File: config.mk
export PLATFORM = sky130hd
export DESIGN_NAME = delimited_line_field_splitter_flat
export DESIGN_NICKNAME = d
export VERILOG_FILES = /design/src/rtl/core/dlfs_pkg.sv /design/src/rtl/core/dlfs_byte_if.sv /design/src/rtl/core/dlfs_field_if.sv /design/src/rtl/core/delimited_line_field_splitter.sv /design/src/flat_wrapper.sv
export SDC_FILE = /design/constraint.sdc
export NUM_CORES = 1
export LEC_CHECK = 0
export BUFFER_PORTS_ARGS = -buffer_cell sky130_fd_sc_hd__buf_2
export CORE_UTILIZATION = 51
export CTS_BUF_LIST = sky130_fd_sc_hd__clkbuf_16
export CTS_CLUSTER_DIAMETER = 60
export DETAILED_ROUTE_END_ITERATION = 16
export PLACE_DENSITY = 0.76
export SLEW_MARGIN = 20
export SYNTH_ARGS = -nofsm -noshare
export SYNTH_HDL_FRONTEND = slang
export SYNTH_SLANG_ARGS = --single-unit
File: constraint.sdc
create_clock -name clk -period 7.9 [get_ports clk]
set_clock_uncertainty 0.05 [all_clocks]
set_input_delay 2.37 -clock clk [delete_from_list [all_inputs] [get_ports clk]]
set_output_delay 2.37 -clock clk [all_outputs]
set_load 0.01 [all_outputs]
File: src/rtl/core/dlfs_pkg.sv
package dlfs_pkg;

    localparam int CFG_INDEX_W = 3;
    localparam int CFG_DATA_W  = 64;

    localparam logic [7:0] CH_LF    = 8'd10;
    localparam logic [7:0] CH_CR    = 8'd13;
    localparam logic [7:0] CH_SPACE = 8'd32;

    localparam logic [7:0] DELIMITER_RESET    = 8'd44;
    localparam logic [7:0] COMMENT_CHAR_RESET = 8'd35;
    localparam logic [5:0] LAST_COLUMN_RESET  = 6'd63;
    localparam logic [6:0] COLUMN_INDEX_MAX   = 7'd127;

    typedef enum logic [CFG_INDEX_W-1:0] {
        CFG_DELIMITER          = 3'd0,
        CFG_COMMENT_ENABLE     = 3'd1,
        CFG_COMMENT_CHAR       = 3'd2,
        CFG_SKIP_LEADING_SPACE = 3'd3,
        CFG_SELECT_ALL         = 3'd4,
        CFG_COLUMN_MASK        = 3'd5,
        CFG_LAST_COLUMN        = 3'd6
    } cfg_index_t;

    typedef enum logic [1:0] {
        ERR_NONE     = 2'd0,
        ERR_TOO_MANY = 2'd1,
        ERR_TOO_LONG = 2'd2
    } err_code_t;

    typedef struct packed {
        logic [15:0] field_start;
        logic [15:0] field_end;
        logic [5:0]  field_slot;
        err_code_t   error_code;
        logic        end_of_line;
    } result_t;

endpackage

File: src/rtl/core/dlfs_byte_if.sv
interface dlfs_byte_if;
    logic       valid;
    logic       ready;
    logic [7:0] line_byte;
    logic       last_byte;

    modport source (output valid, output line_byte, output last_byte, input ready);
    modport sink (input valid, input line_byte, input last_byte, output ready);
endinterface

File: src/rtl/core/dlfs_field_if.sv
interface dlfs_field_if;
    logic        valid;
    logic        ready;
    logic [15:0] field_start;
    logic [15:0] field_end;
    logic [5:0]  field_slot;
    logic [1:0]  error_code;
    logic        end_of_line;

    modport source (output valid, output field_start, output field_end, output field_slot,
                    output error_code, output end_of_line, input ready);
    modport sink (input valid, input field_start, input field_end, input field_slot,
                  input error_code, input end_of_line, output ready);
endinterface

File: src/rtl/core/delimited_line_field_splitter.sv
// Splits a text line, presented one byte per request with a flag on the last byte, into
// fields at the programmable delimiter and reports the start and end byte offsets of each
// selected column. The line ends at CR, LF, the optional comment byte, the flagged last
// byte, or after the delimiter that closes last_column when select_all is 0. One byte is
// accepted every clock cycle while the queue holds at most two results; a byte yields
// zero, one or two results (two for a delimiter on the flagged last byte), which are
// placed in a four-entry result queue that drains one result per cycle while the
// receiver is ready. Registers are to be written by the user only while the block is
// idle; the block itself does not enforce it.
module delimited_line_field_splitter
    import dlfs_pkg::*;
#(
    parameter int MAX_FIELDS       = 64,
    parameter int MAX_FIELD_LENGTH = 256,
    parameter int LINE_OFFSET_BITS = 16
) (
    input  logic                   clk,
    input  logic                   rst_n,
    dlfs_byte_if.sink              line_ch,
    dlfs_field_if.source           field_ch,
    input  logic                   wr_en,
    input  logic [CFG_INDEX_W-1:0] wr_index,
    input  logic [CFG_DATA_W-1:0]  wr_data
);

    localparam int OFF_W = LINE_OFFSET_BITS;
    localparam int LEN_W = $clog2(MAX_FIELD_LENGTH);
    localparam int FS_W  = $clog2(MAX_FIELDS + 1);

    logic [7:0]  delimiter_reg, delimiter_next;
    logic        comment_enable_reg, comment_enable_next;
    logic [7:0]  comment_char_reg, comment_char_next;
    logic        skip_leading_space_reg, skip_leading_space_next;
    logic        select_all_reg, select_all_next;
    logic [63:0] column_mask_reg, column_mask_next;
    logic [5:0]  last_column_reg, last_column_next;

    logic [OFF_W-1:0] byte_offset_reg, byte_offset_next;
    logic [6:0]       column_index_reg, column_index_next;
    logic [FS_W-1:0]  fields_stored_reg, fields_stored_next;
    logic [LEN_W-1:0] field_length_reg, field_length_next;
    logic             column_selected_reg, column_selected_next;
    logic             line_done_reg, line_done_next;

    result_t    result_q_reg [4];
    logic [1:0] wr_ptr_reg, wr_ptr_next;
    logic [1:0] rd_ptr_reg, rd_ptr_next;
    logic [2:0] count_reg, count_next;

    logic    in_fire;
    logic    out_fire;
    logic    emit_a, emit_b;
    result_t res_a, res_b;
    logic [1:0] push_n;
    result_t push0, push1;

    function automatic logic selected_at(input logic [6:0] col, input logic sa,
                                         input logic [63:0] mask);
        logic hit;
        hit = 1'b0;
        if (col[6] == 1'b0)
        begin
            hit = mask[col[5:0]];
        end
        return sa | hit;
    endfunction

    function automatic logic [15:0] to16(input logic [OFF_W-1:0] v);
        logic [31:0] w;
        w = 32'(v);
        return w[15:0];
    endfunction

    function automatic logic [5:0] to_slot(input logic [FS_W-1:0] v);
        logic [6:0] w;
        w = 7'(v);
        return w[5:0];
    endfunction

    assign in_fire  = line_ch.valid & line_ch.ready;
    assign out_fire = field_ch.valid & field_ch.ready;

    assign line_ch.ready = (count_reg <= 3'd2);

    always_comb
    begin
        delimiter_next          = delimiter_reg;
        comment_enable_next     = comment_enable_reg;
        comment_char_next       = comment_char_reg;
        skip_leading_space_next = skip_leading_space_reg;
        select_all_next         = select_all_reg;
        column_mask_next        = column_mask_reg;
        last_column_next        = last_column_reg;
        if (wr_en)
        begin
            case (cfg_index_t'(wr_index))
                CFG_DELIMITER:          delimiter_next = wr_data[7:0];
                CFG_COMMENT_ENABLE:     comment_enable_next = wr_data[0];
                CFG_COMMENT_CHAR:       comment_char_next = wr_data[7:0];
                CFG_SKIP_LEADING_SPACE: skip_leading_space_next = wr_data[0];
                CFG_SELECT_ALL:         select_all_next = wr_data[0];
                CFG_COLUMN_MASK:        column_mask_next = wr_data;
                CFG_LAST_COLUMN:        last_column_next = wr_data[5:0];
                default:                ;
            endcase
        end
    end

    always_comb
    begin
        logic [OFF_W-1:0] off;
        logic [6:0]       col;
        logic [FS_W-1:0]  fs;
        logic [LEN_W-1:0] len;
        logic [LEN_W:0]   len_inc;
        logic             sel;
        logic             done;
        logic [7:0]       b;

        off  = byte_offset_reg;
        col  = column_index_reg;
        fs   = fields_stored_reg;
        len  = field_length_reg;
        sel  = column_selected_reg;
        done = line_done_reg;
        b    = line_ch.line_byte;
        len_inc = '0;

        emit_a = 1'b0;
        emit_b = 1'b0;
        res_a  = '0;
        res_b  = '0;

        // A register write before the first byte of a line re-evaluates column zero.
        if (wr_en && (wr_index <= CFG_LAST_COLUMN) && (off == '0) && (col == '0) && !done)
        begin
            sel = selected_at(7'd0, select_all_next, column_mask_next);
        end

        if (in_fire)
        begin
            if (!done)
            begin
                if (b == delimiter_reg)
                begin
                    if (sel)
                    begin
                        emit_a = 1'b1;
                        if (fs >= FS_W'(MAX_FIELDS))
                        begin
                            res_a = '{16'd0, 16'd0, to_slot(fs), ERR_TOO_MANY, 1'b1};
                            done  = 1'b1;
                        end
                        else
                        begin
                            res_a = '{to16(off - OFF_W'(len)), to16(off), to_slot(fs),
                                      ERR_NONE, 1'b0};
                            fs    = FS_W'(fs + 1'b1);
                        end
                    end
                    if (!done)
                    begin
                        if (col < COLUMN_INDEX_MAX)
                        begin
                            col = col + 7'd1;
                        end
                        if (!select_all_reg && (col > {1'b0, last_column_reg}))
                        begin
                            res_a.end_of_line = 1'b1;
                            done = 1'b1;
                        end
                        else
                        begin
                            sel = selected_at(col, select_all_reg, column_mask_reg);
                            len = '0;
                        end
                    end
                end
                else if ((comment_enable_reg && (b == comment_char_reg)) || (b == CH_LF)
                         || (b == CH_CR))
                begin
                    if (sel)
                    begin
                        emit_a = 1'b1;
                        if (fs >= FS_W'(MAX_FIELDS))
                        begin
                            res_a = '{16'd0, 16'd0, to_slot(fs), ERR_TOO_MANY, 1'b1};
                        end
                        else
                        begin
                            res_a = '{to16(off - OFF_W'(len)), to16(off), to_slot(fs),
                                      ERR_NONE, 1'b1};
                            fs    = FS_W'(fs + 1'b1);
                        end
                    end
                    done = 1'b1;
                end
                else if (!sel)
                begin
                    len = len;
                end
                else if ((b == CH_SPACE) && (len == '0) && skip_leading_space_reg)
                begin
                    len = len;
                end
                else
                begin
                    len_inc = {1'b0, len} + 1'b1;
                    if (len_inc >= (LEN_W + 1)'(MAX_FIELD_LENGTH))
                    begin
                        emit_a = 1'b1;
                        res_a  = '{16'd0, 16'd0, to_slot(fs), ERR_TOO_LONG, 1'b1};
                        done   = 1'b1;
                    end
                    else
                    begin
                        len = len_inc[LEN_W-1:0];
                    end
                end

                off = off + 1'b1;

                if (line_ch.last_byte && !done)
                begin
                    if (sel)
                    begin
                        emit_b = 1'b1;
                        if (fs >= FS_W'(MAX_FIELDS))
                        begin
                            res_b = '{16'd0, 16'd0, to_slot(fs), ERR_TOO_MANY, 1'b1};
                        end
                        else
                        begin
                            res_b = '{to16(off - OFF_W'(len)), to16(off), to_slot(fs),
                                      ERR_NONE, 1'b1};
                            fs    = FS_W'(fs + 1'b1);
                        end
                    end
                    done = 1'b1;
                end
            end

            if (line_ch.last_byte)
            begin
                off  = '0;
                col  = '0;
                fs   = '0;
                len  = '0;
                done = 1'b0;
                sel  = selected_at(7'd0, select_all_reg, column_mask_reg);
            end
        end

        byte_offset_next     = off;
        column_index_next    = col;
        fields_stored_next   = fs;
        field_length_next    = len;
        column_selected_next = sel;
        line_done_next       = done;
    end

    always_comb
    begin
        push0  = emit_a ? res_a : res_b;
        push1  = res_b;
        push_n = {1'b0, emit_a} + {1'b0, emit_b};
        wr_ptr_next = wr_ptr_reg + push_n;
        rd_ptr_next = rd_ptr_reg + {1'b0, out_fire};
        count_next  = count_reg + {1'b0, push_n} - {2'b00, out_fire};
    end

    always_ff @(posedge clk or negedge rst_n)
    begin
        if (!rst_n)
        begin
            delimiter_reg          <= DELIMITER_RESET;
            comment_enable_reg     <= 1'b0;
            comment_char_reg       <= COMMENT_CHAR_RESET;
            skip_leading_space_reg <= 1'b0;
            select_all_reg         <= 1'b1;
            column_mask_reg        <= '0;
            last_column_reg        <= LAST_COLUMN_RESET;
            byte_offset_reg        <= '0;
            column_index_reg       <= '0;
            fields_stored_reg      <= '0;
            field_length_reg       <= '0;
            column_selected_reg    <= 1'b1;
            line_done_reg          <= 1'b0;
            wr_ptr_reg             <= '0;
            rd_ptr_reg             <= '0;
            count_reg              <= '0;
        end
        else
        begin
            delimiter_reg          <= delimiter_next;
            comment_enable_reg     <= comment_enable_next;
            comment_char_reg       <= comment_char_next;
            skip_leading_space_reg <= skip_leading_space_next;
            select_all_reg         <= select_all_next;
            column_mask_reg        <= column_mask_next;
            last_column_reg        <= last_column_next;
            byte_offset_reg        <= byte_offset_next;
            column_index_reg       <= column_index_next;
            fields_stored_reg      <= fields_stored_next;
            field_length_reg       <= field_length_next;
            column_selected_reg    <= column_selected_next;
            line_done_reg          <= line_done_next;
            wr_ptr_reg             <= wr_ptr_next;
            rd_ptr_reg             <= rd_ptr_next;
            count_reg              <= count_next;
        end
    end

    always_ff @(posedge clk)
    begin
        if (push_n != 2'd0)
        begin
            result_q_reg[wr_ptr_reg] <= push0;
        end
        if (push_n == 2'd2)
        begin
            result_q_reg[wr_ptr_reg + 2'd1] <= push1;
        end
    end

    assign field_ch.valid       = (count_reg != 3'd0);
    assign field_ch.field_start = result_q_reg[rd_ptr_reg].field_start;
    assign field_ch.field_end   = result_q_reg[rd_ptr_reg].field_end;
    assign field_ch.field_slot  = result_q_reg[rd_ptr_reg].field_slot;
    assign field_ch.error_code  = result_q_reg[rd_ptr_reg].error_code;
    assign field_ch.end_of_line = result_q_reg[rd_ptr_reg].end_of_line;

    a_queue_bound: assert property (@(posedge clk) disable iff (!rst_n)
        count_reg <= 3'd4)
        else $error("Result queue holds more than four entries.");

    a_done_silent: assert property (@(posedge clk) disable iff (!rst_n)
        (in_fire && line_done_reg) |-> (push_n == 2'd0))
        else $error("A result was produced after the line had ended.");

    a_error_ends_line: assert property (@(posedge clk) disable iff (!rst_n)
        (emit_a && (res_a.error_code != ERR_NONE)) |-> (res_a.end_of_line && !emit_b))
        else $error("An error result did not end the line.");

    a_new_line: assert property (@(posedge clk) disable iff (!rst_n)
        (in_fire && line_ch.last_byte) |=>
            ((byte_offset_reg == '0) && (column_index_reg == '0) && !line_done_reg))
        else $error("Line state was not cleared after the last byte.");

    a_length_bound: assert property (@(posedge clk) disable iff (!rst_n)
        (LEN_W + 1)'(field_length_reg) < (LEN_W + 1)'(MAX_FIELD_LENGTH))
        else $error("Field length reached its limit without an error.");

endmodule

File: src/flat_wrapper.sv
// flat-port wrapper written by rule: the top's interface ports become plain ports
module delimited_line_field_splitter_flat import dlfs_pkg::*;
#(
    parameter int MAX_FIELDS       = 64,
    parameter int MAX_FIELD_LENGTH = 256,
    parameter int LINE_OFFSET_BITS = 16
)
  (clk, rst_n, wr_en, wr_index, wr_data, line_ch_valid, line_ch_line_byte, line_ch_last_byte, line_ch_ready, field_ch_valid, field_ch_field_start, field_ch_field_end, field_ch_field_slot, field_ch_error_code, field_ch_end_of_line, field_ch_ready);
  dlfs_byte_if line_ch_i ();
  dlfs_field_if field_ch_i ();
  input  logic clk;
  input  logic rst_n;
  input  logic wr_en;
  input  logic [CFG_INDEX_W-1:0] wr_index;
  input  logic [CFG_DATA_W-1:0] wr_data;
  input wire logic [$bits(line_ch_i.valid)-1:0] line_ch_valid;
  input wire logic [$bits(line_ch_i.line_byte)-1:0] line_ch_line_byte;
  input wire logic [$bits(line_ch_i.last_byte)-1:0] line_ch_last_byte;
  output wire logic [$bits(line_ch_i.ready)-1:0] line_ch_ready;
  output wire logic [$bits(field_ch_i.valid)-1:0] field_ch_valid;
  output wire logic [$bits(field_ch_i.field_start)-1:0] field_ch_field_start;
  output wire logic [$bits(field_ch_i.field_end)-1:0] field_ch_field_end;
  output wire logic [$bits(field_ch_i.field_slot)-1:0] field_ch_field_slot;
  output wire logic [$bits(field_ch_i.error_code)-1:0] field_ch_error_code;
  output wire logic [$bits(field_ch_i.end_of_line)-1:0] field_ch_end_of_line;
  input wire logic [$bits(field_ch_i.ready)-1:0] field_ch_ready;
  assign line_ch_i.valid = line_ch_valid;
  assign line_ch_i.line_byte = line_ch_line_byte;
  assign line_ch_i.last_byte = line_ch_last_byte;
  assign line_ch_ready = line_ch_i.ready;
  assign field_ch_valid = field_ch_i.valid;
  assign field_ch_field_start = field_ch_i.field_start;
  assign field_ch_field_end = field_ch_i.field_end;
  assign field_ch_field_slot = field_ch_i.field_slot;
  assign field_ch_error_code = field_ch_i.error_code;
  assign field_ch_end_of_line = field_ch_i.end_of_line;
  assign field_ch_i.ready = field_ch_ready;
  delimited_line_field_splitter #(.MAX_FIELDS(MAX_FIELDS), .MAX_FIELD_LENGTH(MAX_FIELD_LENGTH), .LINE_OFFSET_BITS(LINE_OFFSET_BITS)) u_core (.clk(clk), .rst_n(rst_n), .line_ch(line_ch_i), .field_ch(field_ch_i), .wr_en(wr_en), .wr_index(wr_index), .wr_data(wr_data));
endmodule
# --- After elaboration in Yosys (flattened, before gate mapping) ---
# Memory sizes are Yosys's and may differ from the RTL's.
# Index checks and enable logic that the tools add are counted.
totals:
  ff_bits: 136
  mem_count: 1
  input_bits: 81
  mem_bits_rw: 164
mem_list:
  columns: ["memory", "depth", "width", "read_ports", "rd_ports_with_merged_regs", "write_ports", "line_no", "text"]
  rows:
  - ["u_core.result_q_reg", 4, 41, 1, 0, 2, "delimited_line_field_splitter.sv:45", "result_t result_q_reg [4];"]
op_classes:
  eq_ne: 14
  n_addsub: 13
  bitwise_logic: 5
  n_lt_le_gt_ge: 8
  reduce_logical: 29
  muxes: 106
ops:
  columns: ["op", "n"]
  rows:
  - ["41-bit two-way mux", 16]
  - ["7-bit two-way mux", 20]
  - ["8-bit two-way mux", 11]
  - ["1-bit two-way mux", 55]
  - ["16-bit two-way mux", 2]
  - ["16-bit by 8-bit subtractor with 16-bit output", 2]
  - ["7-bit by 1-bit adder with 7-bit output, second input constant", 3]
  - ["16-bit by 1-bit adder with 16-bit output, second input constant", 1]
  - ["8-bit by 4-bit equality test with 1-bit output, second input constant", 2]
  - ["8-bit equality test", 2]
  - ["16-bit logical NOT", 1]
  - ["7-bit greater-or-equal comparator, second input constant", 2]
  - ["2-bit AND reduction", 7]
  - ["8-bit by 1-bit adder with 9-bit output, second input constant", 1]
  - ["3-bit equality test, second input constant", 3]
  - ["9-bit greater-or-equal comparator, second input constant", 1]
  - ["1-bit logical AND", 9]
  - ["9-bit two-way mux", 1]
  - ["8-bit by 6-bit equality test with 1-bit output, second input constant", 1]
  - ["8-bit logical NOT", 1]
  - ["7-bit by 6-bit > comparator with 1-bit output", 1]
  - ["7-bit logical NOT", 1]
  - ["6-bit by 7-bit less-than comparator with 1-bit output, second input constant", 1]
  - ["7-bit less-than comparator, second input constant", 1]
  - ["21 further kinds", 30]

# --- Logic depth before layout (Yosys ltp) ---
logic_depth:
  word_depth: 38
  mapped_depth: 28
  depth_no_buf: 25

# --- Least setup slack after synthesis ---
# No wires, ideal clock.
synth_path:
  path_kind: "input port to flip-flop"
  from: "in wr_index[0]"
  to: "mem u_core.result_q_reg[2][0] (netlist bit) (enable)"
  setup_ns: 0.398
  required_ns: 7.452
  setup_slack_ns: 1.259
  path_stages: 15
  path_buffers: 4
  t_arrival_ns: 6.193
  path_cell_list: "clkbuf_1 nand4b_1 nor3_1 a211oi_1 mux2_4 a221oi_2 o21ai_0 a21oi_4 nand2_1 buf_2 ha_1 or3b_2 clkbuf_1 clkbuf_1 nand2_1"
synth_lines:
  columns: ["item", "line_no", "text"]
  rows:
  - ["start: declaration", "flat_wrapper.sv:14", "input logic [CFG_INDEX_W-1:0] wr_index;"]
  - ["end: declaration", "delimited_line_field_splitter.sv:45", null]

==> impl_metrics.csv <==
group,metric,value,unit
logic_synthesis,synthMuxAreaShare,0.127,
layout,fin_util,0.590,
sta,hold_viol,0,
sta,finalCriticalPeriod,7110,ps
sta,setup_viol,0,
placed_design,place_inst,1996,
layout,stdcell_count,2058,
sta,tightest_slew,986,ps
clocking,cts.sinks,300,
clocking,postCtsHoldBufs,0,
floorplanning,core_area,31800,sq um
layout,num_antenna_cells,0,
logic_synthesis,ys_seq_elements,300,
worst_setup_path,ff2ff_path_depth,25,
detailed_routing,drt_iter0_markers,1435,
grt,grt_pass1_vias,12700,
worst_setup_path,worstSetupStartpointType,"register",
logic_synthesis,synthXorXnorAreaFrac,0.0343,
worst_setup_path,worst_r2r_endpoint,"u_core.result_q_reg[1][40]",
logic_synthesis,synth_top_area_share,0.290,
detailed_routing,antenna_left,0,
worst_setup_path,cp-endpoint,"u_core.result_q_reg[1][40]",
logic_synthesis,synth_compound_area_frac,0.143,
sta,rsz0062_at_grt,"false",
placed_design,gp_congestion,1.01,
min_path,hold_path.class,"reg2reg",
worst_setup_path,cp.arrival,7320,ps
clocking,cts_max_path_buffers,3,
detailed_routing,drt_drc_violations_left,0,
logic_synthesis,syn_area,16600,sq um
worst_setup_path,required,8100,ps
clocking,clkLatencyLatePin,520,ps
grt,grt.total_usage,0.275,
layout,fin_nets,1721,
logic_synthesis,ys_types,84,
logic_synthesis,ys_top_cells_by_count,"nand2_1, edfxtp_1, dfrtp_1",
grt,antenna_found_initial,1,
placed_design,dp.final_hpwl,31.5,mm
placed_design,pre_cts_slack,534,ps
placed_design,placed_cell_area,17700,sq um
clocking,path_clk_slew,70,ps
worst_setup_path,critPathLaunch,"u_core.column_index_reg[0]",
worst_setup_path,path_buf_inv,1,
floorplanning,dieWidth,182,um
logic_synthesis,yosys.area.top_type,"edfxtp_1",
power_and_ir_drop,p_switching,1.95,mW
floorplanning,initial_core_util,0.521,
logic_synthesis,netlist_instances,1493,
grt,grt_pass1_wl,70.7,mm
layout,seq_area,8310,sq um
power_and_ir_drop,power.internal,3.61,mW
clocking,cts_root_buffer,"clkbuf_16",
logic_synthesis,async_flop_share,0.453,
worst_setup_path,cp-end-kind,"register",
logic_synthesis,synth_top_family_by_area,"compound AO/OA/AOI/OAI gates",
detailed_routing,wl_per_cell,22.0,um
worst_setup_path,r2r-start,"u_core.column_index_reg[0]",
clocking,cts_tree,"built",
layout,drive_gt1_frac,0.238,
logic_synthesis,synth_ff_type,"edfxtp_1",
worst_setup_path,reg2reg_slack,790,ps
floorplanning,io_pins,124,
layout,fillers,2571,
logic_synthesis,syn_nets,1616,
layout,area_growth,13.2,%
logic_synthesis,synth.top_cells.by_area,"edfxtp_1, dfrtp_1, mux4_2",
clocking,post_cts_buffers,0,
logic_synthesis,synth-edff-count,160,
power_and_ir_drop,total_power,5.55,mW
clocking,cts-resized-gates,0,
worst_setup_path,worstSetupPathDepth,25,
run,maxCapViolCount,0,
layout,largest_reg_flops,164,
detailed_routing,firstDrtPassIters,6,
logic_synthesis,synth-adder-area-share,0.0331,
sta,fin_ws,787,ps
floorplanning,die_height,182,um
grt,grt.overflow.total,0,
sta,hold_ws,419,ps
power_and_ir_drop,p_leak,7.03,nW
sta,clock.fmax,141,MHz
detailed_routing,wl,45.2,mm
logic_synthesis,yosys_warnings,0,
run_status,status,"finished clean",
power_and_ir_drop,vdd_drop_max,0.439,mV
sta,setup_tns,0,ps
logic_synthesis,synth-simple-area-share,0.126,
sta,drv_slew,0,
grt,grt_max_degree,82,
floorplanning,placementRows,65,
detailed_routing,routed_via_density,6.29,
layout,multiInputGateArea,7690,sq um
worst_setup_path,path_class,"reg2reg",
sta,relSlewSlack,0.341,
power_and_ir_drop,clockPowerShare,0.282,
worst_setup_path,crit_family,"compound AO/OA/AOI/OAI gates",
logic_synthesis,synth.most_common_cell,"nand2_1",
logic_synthesis,syn_area_per_cell,11.1,sq um
power_and_ir_drop,combPwrFrac,0.363,
placed_design,port_buffers,123,
min_path,min_from,"u_core.result_q_reg[3][2]",
sta,fin_crit_sh,0.900,
logic_synthesis,ys_seq_area_frac,0.501,
power_and_ir_drop,power.share.sequential,0.356,
layout,postLayoutCellArea,18800,sq um
clocking,ctsHtreeMaxLevel,2,
power_and_ir_drop,power_switching_share,0.351,
detailed_routing,vias,12900,
clocking,cts-buffers-inserted,35,
floorplanning,die_area,33200,sq um
worst_setup_path,crit_path_max_incr_delay,650,ps
power_and_ir_drop,pwr_density_cell,296,nW/um^2
worst_setup_path,cp_common_cell,"a21oi_1",
worst_setup_path,cp_slowest_cell,"a221oi_2",
worst_setup_path,cp_max_fo,20,
worst min-delay path by stage:
stage / endpoint / slack [ps] / cells past startpoint
after floorplan: u_core.result_q_reg[3][2] / 390 / 2
after global placement: u_core.result_q_reg[3][2] / 410 / 2
after detailed placement: u_core.result_q_reg[3][2] / 410 / 2
after CTS: u_core.result_q_reg[3][2] / 420 / 2
after global routing: u_core.result_q_reg[3][2] / 450 / 2
final: u_core.result_q_reg[3][2] / 420 / 2
placed cells by master, fill, tap and decap left out, types with 45 or more instances in the layout:
cell type  netlist  layout
mux2_2          87      87
inv_1           55      61
dfrtp_1        122     121
edfxtp_1       160     160
o22ai_1         99      99
o21ai_0        106     105
buf_2           17     122
nand2_1        165     165
nor2_1          78      78
mux4_2          45      45
cell type report:
type / instances / share of cell area
multi-input combinational: 1043 / 0.410
timing repair buffer: 162 / 0.0487
clock buffer: 35 / 0.0467
inverter: 56 / 0.0112
tap: 435 / 0.0290
sequential: 300 / 0.443
clock inverter: 27 / 0.0122
metal layers:
metal | share of wire | track usage | routed length, um
met5 | 0 | 0 | 0
met4 | 0.033 | 0.104 | 1500
met3 | 0.093 | 0.0495 | 4220
met2 | 0.48 | 0.448 | 21500
met1 | 0.40 | 0.366 | 18000
power groups by stage:
stage / clock network, mW / logic [mW] / registers, mW
floorplan: 0 / 1.41 / 1.94
global placement: 0 / 1.95 / 1.99
detailed placement: 0 / 1.99 / 2.00
CTS: 1.58 / 2.00 / 1.97
global route: 1.64 / 2.17 / 2.00
finish: 1.56 / 2.01 / 1.97
worst min-delay path, stage by stage (launching register included):
cell and delay [ps]:
dfxtp_1 320, nand3_1 60, o21ai_0 60
logic make-up after synthesis:
kind of cell | count (synthesis)
compound gates | 368
xor+xnor | 64
fa+ha+maj | 42
buf+inv | 150
flops | 300
mux | 142
simple gates | 427
Power figures use the tool's default switching activity.
